[config.mk]
export PLATFORM = sky130hd
export DESIGN_NAME = hdrtm_divider
export DESIGN_NICKNAME = d
export VERILOG_FILES = /design/src/hdrtm_pkg.sv /design/src/hdrtm_divider.sv
export SDC_FILE = /design/constraint.sdc
export NUM_CORES = 1
export LEC_CHECK = 0
export BUFFER_PORTS_ARGS = -buffer_cell sky130_fd_sc_hd__buf_2
export CORE_MARGIN = 5
export CORE_UTILIZATION = 48
export CTS_CLUSTER_DIAMETER = 100
export CTS_CLUSTER_SIZE = 14
export DETAILED_ROUTE_END_ITERATION = 10
export PLACE_DENSITY_LB_ADDON = 0.1
export SLEW_MARGIN = 20
export SYNTH_ARGS = -nofsm -noshare
export SYNTH_HDL_FRONTEND = slang
export SYNTH_SLANG_ARGS = --single-unit
[constraint.sdc]
create_clock -name clock -period 1.1 [get_ports clock]
set_input_delay 0.055 -clock clock [delete_from_list [all_inputs] [get_ports clock]]
set_output_delay 0.055 -clock clock [all_outputs]
set_load 0.1 [all_outputs]
[src/hdrtm_pkg.sv]
`timescale 1ns / 1ps
// ----------------------------------------------------------------------------
// hdrtm_pkg
// Shared types and constants of the HDR tone mapper.
// ----------------------------------------------------------------------------
package hdrtm_pkg;

   localparam int CH_W           = 24;
   localparam int DEF_FRAC_BITS  = 16;

   // Luminance weights scaled by LUM_K
   localparam int LUM_K = 10000;
   localparam int LUM_R = 2126;
   localparam int LUM_G = 7152;
   localparam int LUM_B = 722;
   localparam int LK_W  = 14;   // bits of LUM_K
   localparam int LS_W  = 38;   // bits of the scaled luminance sum

   typedef enum logic [1:0] {
      MODE_CLAMP,
      MODE_REINHARD,
      MODE_EXT_CH,
      MODE_EXT_LUM
   } mode_type;

   typedef enum logic {
      CSR_MODE,
      CSR_WHITE
   } csr_index_type;

   localparam mode_type         MODE_RST  = MODE_REINHARD;
   localparam logic [CH_W-1:0]  WHITE_RST = 24'd65536;

endpackage

[src/hdrtm_divider.sv]
`timescale 1ns / 1ps
// ----------------------------------------------------------------------------
// hdrtm_divider
// Pipelined restoring divider for three channels: an overflow check stage,
// then one quotient bit per stage. Quotients above full scale saturate.
// ----------------------------------------------------------------------------
module hdrtm_divider
   import hdrtm_pkg::*;
#(
   parameter int NUM_W = 1,
   parameter int DEN_W = 1
) (
   input  logic             clock,
   input  logic             reset,
   input  logic             en,
   input  logic             in_valid,
   input  logic [NUM_W-1:0] num [3],
   input  logic [DEN_W-1:0] den [3],
   output logic             out_valid,
   output logic [CH_W-1:0]  quot [3],
   output logic             saturated
);

   localparam int R_W   = DEN_W + 1;
   localparam int CMP_W = (NUM_W > DEN_W + CH_W) ? NUM_W : DEN_W + CH_W;

   logic             v_ff    [CH_W+1];
   logic             v_in    [CH_W+1];
   logic [R_W-1:0]   rem_ff  [CH_W+1][3];
   logic [R_W-1:0]   rem_in  [CH_W+1][3];
   logic [CH_W-1:0]  low_ff  [CH_W+1][3];
   logic [CH_W-1:0]  low_in  [CH_W+1][3];
   logic [CH_W-1:0]  q_ff    [CH_W+1][3];
   logic [CH_W-1:0]  q_in    [CH_W+1][3];
   logic [DEN_W-1:0] den_ff  [CH_W+1][3];
   logic [DEN_W-1:0] den_in  [CH_W+1][3];
   logic             ovf_ff  [CH_W+1][3];
   logic             ovf_in  [CH_W+1][3];
   logic [R_W-1:0]   trial   [CH_W+1][3];

   always_comb begin
      v_in[0] = in_valid;
      for (int ch = 0; ch < 3; ch++) begin
         // quotient reaches 2^24 exactly when num >= den * 2^24
         ovf_in[0][ch] = CMP_W'(num[ch]) >= (CMP_W'(den[ch]) << CH_W);
         rem_in[0][ch] = R_W'(num[ch] >> CH_W);
         low_in[0][ch] = num[ch][CH_W-1:0];
         q_in[0][ch]   = '0;
         den_in[0][ch] = den[ch];
         trial[0][ch]  = '0;
      end
      for (int k = 1; k <= CH_W; k++) begin
         v_in[k] = v_ff[k-1];
         for (int ch = 0; ch < 3; ch++) begin
            trial[k][ch]  = {rem_ff[k-1][ch][R_W-2:0], low_ff[k-1][ch][CH_W-1]};
            low_in[k][ch] = low_ff[k-1][ch] << 1;
            den_in[k][ch] = den_ff[k-1][ch];
            ovf_in[k][ch] = ovf_ff[k-1][ch];
            if (trial[k][ch] >= R_W'(den_ff[k-1][ch])) begin
               rem_in[k][ch] = trial[k][ch] - R_W'(den_ff[k-1][ch]);
               q_in[k][ch]   = {q_ff[k-1][ch][CH_W-2:0], 1'b1};
            end else begin
               rem_in[k][ch] = trial[k][ch];
               q_in[k][ch]   = {q_ff[k-1][ch][CH_W-2:0], 1'b0};
            end
         end
      end
   end

   always_ff @(posedge clock) begin
      if (reset) begin
         for (int k = 0; k <= CH_W; k++) begin
            v_ff[k] <= 1'b0;
         end
      end else if (en) begin
         for (int k = 0; k <= CH_W; k++) begin
            v_ff[k] <= v_in[k];
         end
      end
   end

   always_ff @(posedge clock) begin
      if (en) begin
         for (int k = 0; k <= CH_W; k++) begin
            for (int ch = 0; ch < 3; ch++) begin
               rem_ff[k][ch] <= rem_in[k][ch];
               low_ff[k][ch] <= low_in[k][ch];
               q_ff[k][ch]   <= q_in[k][ch];
               den_ff[k][ch] <= den_in[k][ch];
               ovf_ff[k][ch] <= ovf_in[k][ch];
            end
         end
      end
   end

   always_comb begin
      for (int ch = 0; ch < 3; ch++) begin
         quot[ch] = ovf_ff[CH_W][ch] ? '1 : q_ff[CH_W][ch];
      end
   end

   assign saturated = ovf_ff[CH_W][0] | ovf_ff[CH_W][1] | ovf_ff[CH_W][2];
   assign out_valid = v_ff[CH_W];

endmodule

# Word-level counts from Yosys, hierarchy flattened
# Memory sizes are Yosys's and may differ from the RTL's.
# Cells that the tools add are included.
# word_totals
ramBits	3925
n_memories	6
in_bits	10
regBits	0
elab_cells	358
# classes
muxes	178
bitwise_logic	27
addsub	72
n_lt_le_gt_ge	75
# mem_list
memory	depth	word_bits	rd	rd_ports_with_merged_regs	write_ports	line	source
low_ff	25	72	24	0	25	hdrtm_divider.sv:31	logic [CH_W-1:0] low_ff [CH_W+1][3];
q_ff	25	72	25	0	25	hdrtm_divider.sv:33	logic [CH_W-1:0] q_ff [CH_W+1][3];
rem_ff	25	6	24	0	25	hdrtm_divider.sv:29	logic [R_W-1:0] rem_ff [CH_W+1][3];
den_ff	25	3	24	0	25	hdrtm_divider.sv:35	logic [DEN_W-1:0] den_ff [CH_W+1][3];
ovf_ff	25	3	25	0	25	hdrtm_divider.sv:37	logic ovf_ff [CH_W+1][3];
v_ff	25	1	25	0	25	hdrtm_divider.sv:27	logic v_ff [CH_W+1];
# ops
operator	count
$ge 2x1->1	72
$mux 2	72
$sub 2x1->2	72
$mux 1	103
$ge 1x25->1	3
$mux 24	3
$or 1x1->1	27

# Logic depth before layout (Yosys ltp)
# depth
depth_word	4
depth_mapped	2
ltp_nobuf	1

# Worst setup path before layout
# OpenSTA, ideal clock, no wires.
# synth_path
kind	register -> output
from	memory ovf_ff[1][25] in the netlist's numbering
to	output port saturated
stages_incl_launch_ff	2
n_path_buf	0
t_arrival_ns	1.148
setup_slack_ns	-0.103
cell_sequence	edfxtp_1 -> or3_1
# synth_rtl
item	line	source
from (decl)	hdrtm_divider.sv:37	
to (decl)	hdrtm_divider.sv:21	output logic saturated

==> metrics.txt <==
ant diodes 0; first-pass GRT wire length 7290 um; FP Rows 32; Slew Limit Fails 0; Gate Count Post-Synth 206; cells along the critical path or3_4, buf_12; Clock power frac 25.0%; VDD IR max 0.000686 V; # IOs 84; Final Hold Viols 0; initial antenna violation count 0; Switching Fraction 31.0%; Starting Density 49.4%; status complete, but fails checks; main combinational cell family by area after synthesis buffers and inverters; die height 99.2 um; switching power 2420 uW; Slowest Stage Delay on Critical Path 0.41 ns; Leak 0.00162 uW; critical path required time 1.04 ns; xor/xnor share of the synthesized area 0%; Tot GR Track Use 9.47%; Area Growth Syn to Fin 6.97%; crit start category flip-flop; post-synthesis sequential area ratio 78.6%; Root Driver clkbuf_8; Clock Pin Slew Worst Setup and Hold Paths 0.09 ns; Comb power frac 17.3%; vias in the first global route 1,425; synthesized area 3820 sq um; core area 7730 sq um; CP Max Fanout 2; crit end category output pin; Clock Path Buffers 2; worst rel slew slack 61.1%; syn_area_per_cell 18.5 sq um; post-synthesis simple-gate area fraction 5.99%; maxcap violations 0; Crit-path slowest cell or3_4; Yosys cell types 10; drt initial violations 68; Nets 241; mux contribution to synthesized area 0%; Met1 Wirelength 2070 um; clk_lat worst skew 0.34 ns; Worst path top cell family by delay simple AND/OR/NAND/NOR gates; Post-Synth Adder-Cell Area 0%; vias per cell 4.17; Internal 5380 uW; WP data arrival 1.32 ns; GPL Wtd Cong 0.645; top sig layer met4; gr ovfl total 0; failing checks setup timing; CTS tree built; fraction of the mapped netlist area in compound gates 0%; Worst Max-Slew Pin Slew 0.584 ns; CTS sink count 100; H-tree depth 3; full die area 9850 sq um; worst hold path type in -> reg; post-route minimum period 1.37 ns; fin crit share 125%; skew final 0.0110 ns; Final Worst Setup Slack -0.273 ns; RSZ-0062 raised after global routing yes; die width 99.2 um; PwrDens 1910 nW/um^2; fraction of layout cells with a size suffix above 1 19.9%; hold_ws 0.0346 ns; vias 1,409; hpwl dp 2780 um; drt pass-1 iters 4; post-route ant nets 0; Post-route DRC 0; Final Core Density 52.9%; CP Class reg -> out; Placement Setup Slack -0.0141 ns; post-synthesis register bit count 100; final setup vio count 7; Crit path buffers/inverters 1; wire length per cell 13.9 um; largest net degree at the start of global routing 57; PortBufs 14; Max Clk Rate 0.728 GHz; met3 WL 264 um; sequential fraction of design power 57.7%; Warnings, synthesis 0; WL met2 2290 um; Routed WL 4700 um; CTS buffer count 9
[placed cells by master (no fill, tap or decap)]
| cell type | netlist | routed |
|---|---|---|
| edfxtp_1 | 100 | 100 |
| dlygate4sd3_1 | 0 | 3 |
| or2_2 | 0 | 1 |
| conb_1 | 1 | 66 |
| buf_4 | 72 | 5 |
| clkinv_2 | 0 | 1 |
| clkinvlp_4 | 0 | 1 |
| clkbuf_1 | 0 | 2 |
| nor2b_1 | 7 | 7 |
| clkinv_4 | 0 | 1 |
| buf_12 | 0 | 10 |
| or3_4 | 0 | 1 |
| buf_6 | 3 | 1 |
| buf_2 | 0 | 5 |
| clkinv_1 | 0 | 2 |
| and3b_2 | 12 | 12 |
| and3b_1 | 6 | 6 |
| inv_1 | 3 | 3 |
| clkbuf_8 | 0 | 9 |
[state kept, by name, indices dropped and copies added (netlist names)]
| signal | cells |
|---|---|
| ovf_ff | 75 |
| v_ff | 25 |
[per-stage QoR]
| stage | total power [uW] | instances | TNS, ns | cell area [sq um] |
|---|---|---|---|---|
| 2_1_floorplan | 5920 | 271 | 0 | 4070 |
| 3_3_place_gp | 5890 | 319 | 0 | 3880 |
| 3_5_place_dp | 5920 | 319 | -0.0141 | 3880 |
| 4_1_cts | 7880 | 338 | -0.594 | 4080 |
| 5_1_grt | 8110 | 338 | -0.885 | 4090 |
| 6_report | 7800 | 338 | -0.376 | 4090 |
[worst paths after layout]
path | startpoint | to | slack, ns | cells past startpoint
setup / recovery | ovf_ff[1][25] | saturated | -0.27 | 2
hold reg to reg | ovf_ff[0][35] | ovf_ff[0][38] | 0.42 | 0
hold / removal | in_valid | v_ff[0][0] | 0.03 | 2
setup reg to reg | v_ff[0][12] | v_ff[0][13] | 0.26 | 1
[final cells by class]
cell class / count / area [sq um]
Fill cell: 614 / 3640
Tap cell: 102 / 128
Sequential cell: 100 / 3000
Clock inverter: 5 / 28.8
Inverter: 3 / 11.3
Timing Repair Buffer: 24 / 304
Clock buffer: 11 / 131
Multi-Input combinational cell: 93 / 482
[power groups by stage]
stage / logic [uW] / registers (uW) / clock network, uW
after floorplan: 1340 / 4580 / 0
after global placement: 1310 / 4580 / 0
after detailed placement: 1330 / 4590 / 0
after CTS: 1340 / 4510 / 2030
after global routing: 1380 / 4520 / 2210
final: 1350 / 4500 / 1950
[kinds of logic after synthesis]
kind of cell           after synthesis
DFF                                100
buffers and inverters               78
and+or+nand+nor                     27
other                                1
[what timing repair did]
action | 4_1_cts | 5_1_grt
pin swaps | 1 | 1
hold buffers | 3 | 0
endpoints found under the hold margin | 3 | 0
resized for setup | 4 | 1
setup endpoints to repair | 7 | 7
buffers inserted | 2 | 0
[Yosys cell counts]
library cell / n / share of area, %
nor2b_1: 7 / 1.1
edfxtp_1: 100 / 79
inv_1: 3 / 0.29
or3_1: 1 / 0.16
and3b_2: 12 / 3.1
or2_1: 1 / 0.16
buf_4: 72 / 14
and3b_1: 6 / 1.4
conb_1: 1 / 0.098
buf_6: 3 / 0.88
[metal layers]
layer / vias to the layer above / track usage, %
li1: 648 / -
met1: 710 / 11.9
met2: 41 / 14.6
met3: 10 / 2.66
met4: 0 / 5.67
met5: - / 0
Power figures use the tool's default switching activity.
