## src/hdrtm_pkg.sv

```systemverilog
`timescale 1ns / 1ps
// ----------------------------------------------------------------------------
// hdrtm_pkg
// Shared types and constants of the HDR tone mapper.
// ----------------------------------------------------------------------------
package hdrtm_pkg;

   localparam int CH_W           = 24;
   localparam int DEF_FRAC_BITS  = 16;

   // Luminance weights scaled by LUM_K
   localparam int LUM_K = 10000;
   localparam int LUM_R = 2126;
   localparam int LUM_G = 7152;
   localparam int LUM_B = 722;
   localparam int LK_W  = 14;   // bits of LUM_K
   localparam int LS_W  = 38;   // bits of the scaled luminance sum

   typedef enum logic [1:0] {
      MODE_CLAMP,
      MODE_REINHARD,
      MODE_EXT_CH,
      MODE_EXT_LUM
   } mode_type;

   typedef enum logic {
      CSR_MODE,
      CSR_WHITE
   } csr_index_type;

   localparam mode_type         MODE_RST  = MODE_REINHARD;
   localparam logic [CH_W-1:0]  WHITE_RST = 24'd65536;

endpackage

```

## src/hdrtm_prep.sv

```systemverilog
`timescale 1ns / 1ps
// ----------------------------------------------------------------------------
// hdrtm_prep
// Six stage front end: builds the exact numerator and denominator of each
// channel's quotient from the pixel, the mode and the white point.
// ----------------------------------------------------------------------------
module hdrtm_prep
   import hdrtm_pkg::*;
#(
   parameter int FRAC_BITS = DEF_FRAC_BITS,
   parameter int NUM_W     = 1,
   parameter int DEN_W     = 1
) (
   input  logic             clock,
   input  logic             reset,
   input  logic             en,
   input  logic             in_valid,
   input  logic [CH_W-1:0]  chan    [3],
   input  mode_type         mode,
   input  logic [CH_W-1:0]  white,
   output logic             out_valid,
   output logic [NUM_W-1:0] num     [3],
   output logic [DEN_W-1:0] den     [3]
);

   localparam int D_W    = ((LS_W > LK_W + FRAC_BITS) ? LS_W : LK_W + FRAC_BITS) + 1;
   localparam int KW2_W  = LK_W + 2 * CH_W;
   localparam int LSS_W  = LS_W + FRAC_BITS;
   localparam int X_W    = ((KW2_W > LSS_W) ? KW2_W : LSS_W) + 1;
   localparam int XL     = (X_W + 1) / 2;
   localparam int XH     = X_W - XL;
   localparam int DL     = (D_W + 1) / 2;
   localparam int DH     = D_W - DL;
   localparam int WD_W   = CH_W + D_W;
   localparam int WL     = (WD_W + 1) / 2;
   localparam int WH     = WD_W - WL;
   localparam int CX_W   = CH_W + X_W;
   localparam logic [D_W-1:0] S_D  = D_W'(1) << FRAC_BITS;
   localparam logic [D_W-1:0] KS_D = D_W'(LUM_K) << FRAC_BITS;

   // white point derived terms, registered in w2_ff and then kw2_ff after a write
   logic [CH_W-1:0]    w_eff;
   logic [2*CH_W-1:0]  w2_ff;
   logic [KW2_W-1:0]   kw2_ff;

   logic               v1_ff, v2_ff, v3_ff, v4_ff, v5_ff, v6_ff;
   mode_type           mode1_ff, mode2_ff;
   logic [CH_W-1:0]    c1_ff [3];
   logic [CH_W-1:0]    c2_ff [3];
   logic [CH_W-1:0]    c3_ff [3];
   logic [LS_W-1:0]    ls2_ff, ls_in;
   logic [D_W-1:0]     d2_ff [3];
   logic [D_W-1:0]     d_in  [3];
   logic [X_W-1:0]     x3_ff [3];
   logic [X_W-1:0]     x_in  [3];
   logic [CH_W+DL-1:0] pdl3_ff [3];
   logic [CH_W+DL-1:0] pdl_in  [3];
   logic [CH_W+DH-1:0] pdh3_ff [3];
   logic [CH_W+DH-1:0] pdh_in  [3];
   logic [CH_W-1:0]    wsel_in, wsel3_ff, wsel4_ff;
   logic [CH_W+XL-1:0] pxl4_ff [3];
   logic [CH_W+XL-1:0] pxl_in  [3];
   logic [CH_W+XH-1:0] pxh4_ff [3];
   logic [CH_W+XH-1:0] pxh_in  [3];
   logic [WD_W-1:0]    wd4_ff  [3];
   logic [WD_W-1:0]    wd_in   [3];
   logic [NUM_W-1:0]   num5_ff [3];
   logic [NUM_W-1:0]   num6_ff [3];
   logic [NUM_W-1:0]   num_in  [3];
   logic [CH_W+WL-1:0] qdl5_ff [3];
   logic [CH_W+WL-1:0] qdl_in  [3];
   logic [CH_W+WH-1:0] qdh5_ff [3];
   logic [CH_W+WH-1:0] qdh_in  [3];
   logic [DEN_W-1:0]   den6_ff [3];
   logic [DEN_W-1:0]   den_in  [3];

   assign w_eff = (white == '0) ? CH_W'(1) : white;

   always_ff @(posedge clock) begin
      w2_ff  <= (2*CH_W)'(w_eff) * (2*CH_W)'(w_eff);
      kw2_ff <= KW2_W'(LUM_K) * KW2_W'(w2_ff);
   end

   // stage 2: luminance and the per channel rate term
   always_comb begin
      ls_in = LS_W'(LUM_R) * LS_W'(c1_ff[0]) + LS_W'(LUM_G) * LS_W'(c1_ff[1])
            + LS_W'(LUM_B) * LS_W'(c1_ff[2]);
      for (int ch = 0; ch < 3; ch++) begin
         case (mode1_ff)
            MODE_CLAMP:    d_in[ch] = (D_W'(c1_ff[ch]) >= S_D) ? D_W'(c1_ff[ch]) : S_D;
            MODE_REINHARD,
            MODE_EXT_CH:   d_in[ch] = S_D + D_W'(c1_ff[ch]);
            MODE_EXT_LUM:  d_in[ch] = KS_D + D_W'(ls_in);
            default:       d_in[ch] = S_D;
         endcase
      end
   end

   // stage 3: numerator factor, first half of the denominator product
   always_comb begin
      wsel_in = (mode2_ff == MODE_CLAMP || mode2_ff == MODE_REINHARD) ? CH_W'(1) : w_eff;
      for (int ch = 0; ch < 3; ch++) begin
         case (mode2_ff)
            MODE_EXT_CH:  x_in[ch] = X_W'(w2_ff) + (X_W'(c2_ff[ch]) << FRAC_BITS);
            MODE_EXT_LUM: x_in[ch] = X_W'(kw2_ff) + (X_W'(ls2_ff) << FRAC_BITS);
            default:      x_in[ch] = X_W'(1);
         endcase
         pdl_in[ch] = (CH_W+DL)'(wsel_in) * (CH_W+DL)'(d2_ff[ch][DL-1:0]);
         pdh_in[ch] = (CH_W+DH)'(wsel_in) * (CH_W+DH)'(d2_ff[ch][D_W-1:DL]);
      end
   end

   // stages 4 to 6: partial products and their sums
   always_comb begin
      for (int ch = 0; ch < 3; ch++) begin
         pxl_in[ch] = (CH_W+XL)'(c3_ff[ch]) * (CH_W+XL)'(x3_ff[ch][XL-1:0]);
         pxh_in[ch] = (CH_W+XH)'(c3_ff[ch]) * (CH_W+XH)'(x3_ff[ch][X_W-1:XL]);
         wd_in[ch]  = WD_W'(pdl3_ff[ch]) + (WD_W'(pdh3_ff[ch]) << DL);
         num_in[ch] = NUM_W'(CX_W'(pxl4_ff[ch]) + (CX_W'(pxh4_ff[ch]) << XL)) << FRAC_BITS;
         qdl_in[ch] = (CH_W+WL)'(wsel4_ff) * (CH_W+WL)'(wd4_ff[ch][WL-1:0]);
         qdh_in[ch] = (CH_W+WH)'(wsel4_ff) * (CH_W+WH)'(wd4_ff[ch][WD_W-1:WL]);
         den_in[ch] = DEN_W'(qdl5_ff[ch]) + (DEN_W'(qdh5_ff[ch]) << WL);
      end
   end

   always_ff @(posedge clock) begin
      if (reset) begin
         v1_ff <= 1'b0;
         v2_ff <= 1'b0;
         v3_ff <= 1'b0;
         v4_ff <= 1'b0;
         v5_ff <= 1'b0;
         v6_ff <= 1'b0;
      end else if (en) begin
         v1_ff <= in_valid;
         v2_ff <= v1_ff;
         v3_ff <= v2_ff;
         v4_ff <= v3_ff;
         v5_ff <= v4_ff;
         v6_ff <= v5_ff;
      end
   end

   always_ff @(posedge clock) begin
      if (en) begin
         mode1_ff <= mode;
         mode2_ff <= mode1_ff;
         ls2_ff   <= ls_in;
         wsel3_ff <= wsel_in;
         wsel4_ff <= wsel3_ff;
         for (int ch = 0; ch < 3; ch++) begin
            c1_ff[ch]   <= chan[ch];
            c2_ff[ch]   <= c1_ff[ch];
            c3_ff[ch]   <= c2_ff[ch];
            d2_ff[ch]   <= d_in[ch];
            x3_ff[ch]   <= x_in[ch];
            pdl3_ff[ch] <= pdl_in[ch];
            pdh3_ff[ch] <= pdh_in[ch];
            pxl4_ff[ch] <= pxl_in[ch];
            pxh4_ff[ch] <= pxh_in[ch];
            wd4_ff[ch]  <= wd_in[ch];
            num5_ff[ch] <= num_in[ch];
            qdl5_ff[ch] <= qdl_in[ch];
            qdh5_ff[ch] <= qdh_in[ch];
            num6_ff[ch] <= num5_ff[ch];
            den6_ff[ch] <= den_in[ch];
         end
      end
   end

   assign out_valid = v6_ff;
   assign num       = num6_ff;
   assign den       = den6_ff;

endmodule

```

## config.mk

```make
export PLATFORM = sky130hd
export DESIGN_NAME = hdrtm_prep
export DESIGN_NICKNAME = d
export VERILOG_FILES = /design/src/hdrtm_pkg.sv /design/src/hdrtm_prep.sv
export SDC_FILE = /design/constraint.sdc
export NUM_CORES = 1
export LEC_CHECK = 0
export BUFFER_PORTS_ARGS = -buffer_cell sky130_fd_sc_hd__clkbuf_2
export CAP_MARGIN = 20
export CELL_PAD_IN_SITES_DETAIL_PLACEMENT = 1
export CELL_PAD_IN_SITES_GLOBAL_PLACEMENT = 1
export CORE_UTILIZATION = 31
export DETAILED_ROUTE_END_ITERATION = 7
export PLACE_DENSITY_LB_ADDON = 0.1
export SLEW_MARGIN = 20
export SYNTH_ARGS = -nofsm -noshare
export SYNTH_HDL_FRONTEND = slang
export SYNTH_SLANG_ARGS = --single-unit
export TNS_END_PERCENT = 10
```

## constraint.sdc

```tcl
create_clock -name clock -period 1.9 [get_ports clock]
set_input_delay 0.19 -clock clock [delete_from_list [all_inputs] [get_ports clock]]
set_output_delay 0.19 -clock clock [all_outputs]
set_load 0.005 [all_outputs]
```

=== Yosys cells after proc, flatten, opt, wreduce, memory -nomap -nowiden ===
Memories as Yosys holds them, arrays and structs flattened. A register that Yosys moved wholly into a read port is not among the register bits.
Cells that the tools add are included.

* Bits in writable memories: 807
* Memories: 6
* Register bits after elaboration: 61
* Word-level logic and storage cells: 62
* Input bits: 102

* Add/sub/neg operators: 9
* Reduce and logical (&&, ||, !) cells: 5
* Equality and inequality tests: 4
* $lt $le $gt $ge: 3
* $mul: 12
* Mux-type cells: 10

{| class="wikitable"
|+ Memory list
! memory !! words !! width !! rd ports !! clocked after Yosys merged registers in !! write ports !! RTL line !! RTL
|-
| wd4_ff || 3 || 63 || 3 || 0 || 3 || hdrtm_prep.sv:65 || <nowiki>logic [WD_W-1:0] wd4_ff [3];</nowiki>
|-
| qdl5_ff || 3 || 56 || 3 || 3 || 3 || hdrtm_prep.sv:70 || <nowiki>logic [CH_W+WL-1:0] qdl5_ff [3];</nowiki>
|-
| pdl3_ff || 3 || 44 || 3 || 0 || 3 || hdrtm_prep.sv:56 || <nowiki>logic [CH_W+DL-1:0] pdl3_ff [3];</nowiki>
|-
| pdh3_ff || 3 || 43 || 3 || 0 || 3 || hdrtm_prep.sv:58 || <nowiki>logic [CH_W+DH-1:0] pdh3_ff [3];</nowiki>
|-
| d2_ff || 3 || 39 || 3 || 0 || 3 || hdrtm_prep.sv:52 || <nowiki>logic [D_W-1:0] d2_ff [3];</nowiki>
|-
| c1_ff || 3 || 24 || 3 || 0 || 3 || hdrtm_prep.sv:48 || <nowiki>logic [CH_W-1:0] c1_ff [3];</nowiki>
|}

{| class="wikitable"
|+ Operators with widths
! operator !! count
|-
| $pmux W39 S3 || 3
|-
| $add A44 B63 Y63 || 3
|-
| $mul A24 B32 Y56 || 3
|-
| $mul A24 B20 Y44 || 3
|-
| $mul A24 B19 Y43 || 3
|-
| $mux W24 || 5
|-
| $add A17 B24 Y25 const A || 3
|-
| $ge A24 B17 Y1 const B || 3
|-
| $mul A9 B24 Y33 const A || 2
|-
| $add A30 B38 Y39 const A || 1
|-
| $add A36 B37 Y38 || 1
|-
| $add A38 B34 Y38 || 1
|-
| $mul A11 B24 Y35 const A || 1
|-
| $logic_not A24 Y1 || 1
|-
| $eq A2 B1 Y1 const B || 2
|-
| $eq A2 B2 Y1 const B || 2
|-
| $logic_not A2 Y1 || 2
|-
| $mux W1 || 2
|-
| $reduce_or A2 Y1 || 1
|-
| $logic_or A1 B1 Y1 || 1
|}

=== Logic depth before layout (Yosys ltp) ===
An unclocked memory read counts as a cell.

* Word-level depth: 6
* Depth in mapped cells: 4
* Mapped depth without buffers: 4

=== Worst setup path after synthesis ===
No wires, ideal clock.

* Path kind: reg2reg
* Start: memory c1_ff[0][19]
* End: memory d2_ff[0][0] (netlist name) (data pin)
* Data arrival time: 1.045 ns
* Setup time: 0.264 ns
* Data required time: 1.636 ns
* Path slack: 0.591 ns
* Path buffers: 0
* Cell stages (with the launch flop): 4
* Cells stage by stage: edfxtp_1 > or4_4 > nor3_2 > a31oi_1

{| class="wikitable"
|+ RTL lines
! what !! RTL line
|-
| start, declared || hdrtm_prep.sv:48
|-
| end, declared || hdrtm_prep.sv:52
|}

==> flow_summary.yaml <==
timing:
  setup_slack_ns: 0.4679
  hold_viol_final: 0
  rsz0062_at_grt: "no"
  max_freq_mhz: 698.3
  timing.final.crit_share_pct: 75.37
  setup_tns_ns: 0
  finalClockSkew_ns: 0.006832
  finalSetupViolCount: 0
  drv_slew: 0
  finalCriticalPeriod_ns: 1.432
setup_path:
  reg2regPathDepth: 3
  cp.arrival_ns: 1.48
  max_stage_delay_ns: 0.54
  cp_slowest_cell: "or4_4"
  crit_path_start_kind: "register"
  cp-end-kind: "register"
  crit_type: "reg -> reg"
  cp.required_ns: 1.95
  crit_chain: "or4_4 > nor3_2 > a31oi_1"
  crit_fanout: 1
layout:
  area_growth_syn_to_layout_pct: 25.49
  n_antenna_cell: 0
  final_cell_mix: "clkbuf_2, edfxtp_1, nor2_1"
  drive_gt1_share_pct: 41.24
  nNetsFinal: 279
  layoutNonFillerInstCount: 252
  final_common_cell: "clkbuf_2"
synth:
  syn_avg_cell_area_um2: 17.27
  syn_area_um2: 1899
  synth-seq-cells: 53
  synthCells: 110
  yosys.cell_types.count: 24
  yosys_warnings: 0
  synthArstFlopShare_pct: 0
  synthFlopType: "edfxtp_1"
  ys_seq_area_share_pct: 80.63
  synth-edff-count: 47
cts:
  clk-insertion-delay-late_ns: 0.30
  cts_tree: "done"
  cts_buffer_depth: 2
  path_clk_slew_ns: 0.09
  postCtsResizedCells: 0
  postCtsSetupBuffers: 0
  cts.sinks: 53
  cts_hold_buffers: 0
  cts-root-buf: "clkbuf_8"
  cts-buffers-inserted: 5
  htreeDepth: 2
pwr:
  p_leak_uw: 0.0009402
  power_density_nw_per_um2: 904.5
  ir_drop_mv: 0.3945
place:
  dp_cells: 244
  place_ws_ns: 0.4606
  place_congestion: 0.7111
  dpl.hpwl_um: 2396
  numPortBuffers: 60
floorplan:
  die_w_um: 80.28
  dieArea_um2: 6444
  start_util_pct: 32.08
  rows: 28
  core_area_um2: 5921
  io_pins: 109
  die_h_um: 80.28
detailed_routing:
  via_count: 1130
  wl_um: 3300
  drtPass1Iterations: 4
  drtAntennaViolNets: 0
  drtIter0Drc: 77
  vias_per_cell: 4.484
  routedWlPerCell_um: 13.10
  post-route-drc-count: 0
global_routing:
  grt_pass1_wl_um: 5382
  antenna_found_initial: 0
  overflow: 0
  grt_start_max_net_pins: 54
  grt_pass1_vias: 1200
  grtUsageTotal_pct: 11.69
outcome:
  status: "complete, no violations"
hold_path:
  hp-class: "in -> reg"
  whs_path_depth: 1
flow_run:
  maxCapViolCount: 0
-- final cells by class --
type,instances,area [µm²]
fill,641,3537
sequential,53,1531
multi-input combinational,53,340.3
timing repair buffer,61,320.3
tap,75,93.84
clock buffer,8,90.09
inverter,2,7.507
-- worst max-delay path, delay by kind of cell, from the launching register on --
family	cells	cell delay (ns)
AND/OR/NAND/NOR	2	0.69
flip-flops	1	0.38
AO/OA/AOI/OAI	1	0.11
-- per-layer routing --
metal	vias to the layer above	wire length (µm)	track usage (%)
li1	550	-	-
met1	529	1293	12.78
met2	44	1707	20.26
met3	7	235	4.432
met4	0	63	4.821
met5	-	0	0
-- cells in the mapped netlist, types with 3 or more instances --
cell / n / area share (%)
edfxtp_1: 47 / 74
nand3_1: 3 / 0.79
dfxtp_1: 6 / 6.3
o21ai_1: 3 / 0.79
nor4_1: 3 / 0.99
nand2_1: 4 / 0.79
buf_4: 3 / 1.2
a31oi_1: 3 / 0.99
and2_1: 3 / 0.99
mux2i_1: 6 / 3.2
o21ai_0: 3 / 0.79
nor2_1: 9 / 1.8
-- power breakdown --
part / internal, µW / switching (µW) / total [µW]
Sequential: 1360 / 24.1 / 1380
Clock: 298 / 339 / 637
Combinational: 71.1 / 65.7 / 137
-- logic make-up (layout without fill, tap and decap cells) --
family,Yosys count,in the layout,share of synthesized area (%)
simple gates,33,33,10.54
flops,53,53,80.63
mux,6,6,3.162
fa+ha+maj,1,1,0.6587
buf+inv,6,71,1.844
compound gates,10,10,2.964
other cells,1,3,0.1974
-- path summary, 6_finish.rpt --
kind | from | to | slack, ns
hold reg to reg | wsel3_ff[0] | wsel4_ff[0] | 0.43
setup / recovery | c1_ff[0][43] | d2_ff[0][39] | 0.47
hold / removal | chan[40] | c1_ff[0][40] | 0.06
setup reg to reg | c1_ff[0][43] | d2_ff[0][39] | 0.47
-- sequential cells by signal, summed over array words and instances (netlist names) --
signal and count:
c1_ff 27, d2_ff 3, den 3, pdl3_ff 3, qdl5_ff 3, wd4_ff 3, mode1_ff 2, mode2_ff 1
out_valid 1, v1_ff 1, v2_ff 1, v3_ff 1, v4_ff 1, v5_ff 1, wsel3_ff 1, wsel4_ff 1
-- stage by stage --
step	area (µm²)	hold WS, ns	util [%]	total power, µW
after global placement	2293	0.3663	38.74	1539
after floorplan	1907	0.2624	-	1450
after CTS	2384	0.04125	40.26	2204
final	2384	0.05864	40.26	2156
after global routing	2384	0.03396	40.26	2270
after detailed placement	2293	0.3693	38.74	1550
(Power assumes the default switching activity.)
